File: src/rtl/core/wmh_div.sv
// Restoring divider: (beta << 8) / weight, saturated to 32 bits, one bit per cycle.
module wmh_div (
  input  logic        clk_i,
  input  logic        rst_ni,
  input  logic        start_i,
  input  logic [31:0] beta_i,
  input  logic [15:0] weight_i,
  output logic        done_o,
  output logic [31:0] quot_o
);

  // The dividend has 40 bits; a quotient needing more than 32 bits saturates.
  logic [39:0] num_q, num_d;
  logic [15:0] rem_q, rem_d;
  logic [15:0] den_q;
  logic [5:0]  cnt_q, cnt_d;
  logic        busy_q, busy_d;
  logic [16:0] trial;

  always_comb begin
    num_d  = num_q;
    rem_d  = rem_q;
    cnt_d  = cnt_q;
    busy_d = busy_q;
    done_o = 1'b0;
    trial  = {rem_q, num_q[39]};
    if (start_i) begin
      num_d  = {beta_i, 8'd0};
      rem_d  = '0;
      cnt_d  = 6'd40;
      busy_d = 1'b1;
    end else if (busy_q) begin
      // The remainder stays below the divisor, so it always fits in 16 bits.
      if (trial >= {1'b0, den_q}) begin
        rem_d = 16'(trial - {1'b0, den_q});
        num_d = {num_q[38:0], 1'b1};
      end else begin
        rem_d = trial[15:0];
        num_d = {num_q[38:0], 1'b0};
      end
      cnt_d = cnt_q - 6'd1;
      if (cnt_q == 6'd1) begin
        busy_d = 1'b0;
        done_o = 1'b1;
      end
    end
  end

  assign quot_o = (num_d[39:32] != 8'd0) ? 32'hFFFF_FFFF : num_d[31:0];

  always_ff @(posedge clk_i or negedge rst_ni) begin
    if (!rst_ni) begin
      busy_q <= 1'b0;
      cnt_q  <= '0;
    end else begin
      busy_q <= busy_d;
      cnt_q  <= cnt_d;
    end
  end

  always_ff @(posedge clk_i) begin
    num_q <= num_d;
    rem_q <= rem_d;
    if (start_i) den_q <= weight_i;
  end

endmodule

File: config.mk
export PLATFORM = sky130hd
export DESIGN_NAME = wmh_div
export DESIGN_NICKNAME = d
export VERILOG_FILES = /design/src/rtl/core/wmh_div.sv
export SDC_FILE = /design/constraint.sdc
export NUM_CORES = 1
export LEC_CHECK = 0
export BUFFER_PORTS_ARGS = -buffer_cell sky130_fd_sc_hd__buf_2
export CAP_MARGIN = 20
export CELL_PAD_IN_SITES_DETAIL_PLACEMENT = 1
export CELL_PAD_IN_SITES_GLOBAL_PLACEMENT = 2
export CORE_MARGIN = 2
export CORE_UTILIZATION = 36
export DETAILED_ROUTE_END_ITERATION = 7
export PLACE_DENSITY = 0.85
export SLEW_MARGIN = 20
export SYNTH_ARGS = -nofsm -noshare
export SYNTH_HDL_FRONTEND = slang
export SYNTH_SLANG_ARGS = --single-unit
File: constraint.sdc
create_clock -name clk_i -period 6.8 [get_ports clk_i]
set_clock_uncertainty 0.15 [all_clocks]
set_input_delay 0.68 -clock clk_i [delete_from_list [all_inputs] [get_ports clk_i]]
set_output_delay 0.68 -clock clk_i [all_outputs]
set_load 0.1 [all_outputs]
==> qor.csv <==
metric,value,unit
synth-seq-area-share,40.73,%
path_clk_slew,0.07,ns
multiInputGateArea,2342,um2
final_area,5110,um2
grt_antenna_before_repair,0,
post_cts_buffers,0,
worstPathArrival,3.33,ns
ctsResizeCount,0,
cts_tree,built,
route.vias.total,3673,
status,"finished, final reports clean",
numClockSinks,79,
final.min_clock_period,4.163,ns
cp-end-kind,output pin,
synth.net_count,558,
critPathLaunchType,flop,
ff2ff_path_depth,5,
insertion_delay,0.34,ns
synth_ff_type,dfxtp_1,
post-place-cells,690,
hp-class,input pin to async pin,
grt_usage,17.24,%
startpoint,busy_q$_DFF_PN0_,
place_area,4837,um2
grt_pass1_vias,3904,
worstPathMaxFanout,76,
vias_per_cell,5.203,
worstReg2RegEnd,cnt_q[5]$_DFFE_PN0P_,
dp_hpwl,7.498,mm
fillerInstances,1413,
synth_area_per_cell,8.938,um2
finalWirelength,10.58,mm
fmax,0.2402,GHz
fin_nets,624,
drv_slew,0,
leakage,2.346,nW
synth_area,4362,um2
grt_pass1_wl,18.08,mm
postCtsHoldBufs,0,
cts.htree.levels,3,
gp_congestion,0.8008,
die-area,13010,um2
setup_viol,0,
drive_gt1_share,19.50,%
area.sequential,1780,um2
synthTopCellsByArea,"dfxtp_1 (26%), mux2i_1 (11%), edfxtp_1 (11%)",
cts_root_buf,clkbuf_16,
overflow,0,
grt_setup_unrepaired,no,
ys_warn_count,0,
slew_headroom,30.23,%
final_cells,706,
postSynthCellCount,488,
rows,40,
synth_top_area_cell,dfxtp_1,
num_antenna_cells,0,
crit_end,quot_o[7],
ys_ff_latch,79,
mostFrequentLayoutCells,"buf_2 (82), o21ai_0 (57), dfxtp_1 (56)",
num_io_pins,84,
ir_drop,0.0001582,V
cts_buffer_depth,2,
required,5.97,ns
die_w,114.1,um
core_area,11910,um2
final_common_cell,buf_2,
maxCapViolCount,0,
drt_iter0_markers,91,
grt_max_degree,87,
r2r_start,busy_q$_DFF_PN0_,
final.period_utilization,61.22,%
fin_tns_setup,0,ns
drc_errors,0,
die_h,114.1,um
port_buffers,83,
floorplan.initialDensity,36.62,%
postSynth.asyncResetShare,8.861,%
synth_edf_count,16,
area_delta_synth_final,17.15,%
ant_nets,0,
p_per_area,226.6,nW/um2
detail_route.first_pass.iterations,4,
routedWlPerCell,14.98,um
ys_types,57,
cts_inserted_buffers,9,
hold_viol_final,0,
worst_pin_slew,1.047,ns
critical_path_class,flop to output pin,
regToRegSetupSlack,3.81,ns
yosysTopAreaCellShare,25.70,%
[worst min-delay path by stage]
stage	from	to	slack, ns	depth (start not counted)
2_1_floorplan	rst_ni	busy_q$_DFF_PN0_	0.23	0
3_3_place_gp	rem_q[2]$_SDFFE_PP0P_	rem_q[2]$_SDFFE_PP0P_	0.34	2
3_5_place_dp	rem_q[2]$_SDFFE_PP0P_	rem_q[2]$_SDFFE_PP0P_	0.35	2
4_1_cts	rst_ni	cnt_q[3]$_DFFE_PN0P_	0.01	1
5_1_grt	rst_ni	cnt_q[3]$_DFFE_PN0P_	0.02	1
6_report	rst_ni	cnt_q[3]$_DFFE_PN0P_	0.01	1
[critical path, cell delays in order, from the launching register on]
cell and delay [ns]:
dfrtp_4 1.11, mux2i_1 0.26, o21ai_0 0.12, nor4_1 0.29
and2_2 0.58, o21ai_0 0.22, buf_2 0.34
[where the power goes]
group / leakage (nW) / internal (mW) / switching [mW]
clock network: 0.140 / 0.248 / 0.205
logic: 1.51 / 0.0678 / 0.104
registers: 0.700 / 0.513 / 0.0210
[sequential cells by signal, indices dropped and copies added, names as in the netlist]
register	cells
num_q	40
den_q	16
rem_q	16
cnt_q	6
busy_q	1
[final cells by class]
cell class	count	share of cell area, %
clock buffers	9	4.407
clock inverters	7	0.9305
inverters	28	2.057
multi-input cells	352	45.84
flip-flops and latches	79	34.84
well taps	147	3.599
repair buffers	84	8.325
[through the flow]
stage                     hold WS, ns  total power [mW]  worst slack [ns]  util (%)
after floorplan                0.2344            0.6658             2.240         -
after global placement         0.3444            0.7088             3.043     40.61
after detailed placement       0.3510            0.7162             3.003     40.61
after CTS                     0.01026             1.172             2.601     42.90
after global routing          0.01799             1.217             2.348     42.90
final                         0.01475             1.158             2.637     42.90
[routing by layer]
metal / GRT usage [%] / routed length, um
met5: 0 / 0
met4: 4.715 / 142
met3: 3.917 / 331
met2: 29.52 / 5054
met1: 21.89 / 5051
[Yosys cell counts (3+ instances only)]
cell type,count
o21ai_0,57
dfxtp_1,56
mux2i_1,49
nand2_1,49
nor2_1,33
nand2b_1,32
inv_1,26
ha_1,18
clkbuf_1,16
edfxtp_1,16
a21oi_1,15
nand3_1,11
xnor2_1,11
a211oi_1,9
nor3_1,9
buf_2,8
dfrtp_1,7
nor4_1,6
a311oi_1,4
a21o_1,3
o31ai_1,3
or3_1,3
[cells by family (layout without fill, tap and decap cells)]
logic type               after synthesis  in the layout  synth area share [%]
flip-flops                            79             79                 40.73
multiplexers                          50             50                 11.50
AO/OA/AOI/OAI                        116            116                 16.87
buffers and inverters                 57            128                 5.565
AND/OR/NAND/NOR                      154            154                 17.10
XOR/XNOR                              13             13                 2.610
adder cells (fa/ha/maj)               19             19                 5.623
No activity file was read; power rests on OpenSTA's default activity.
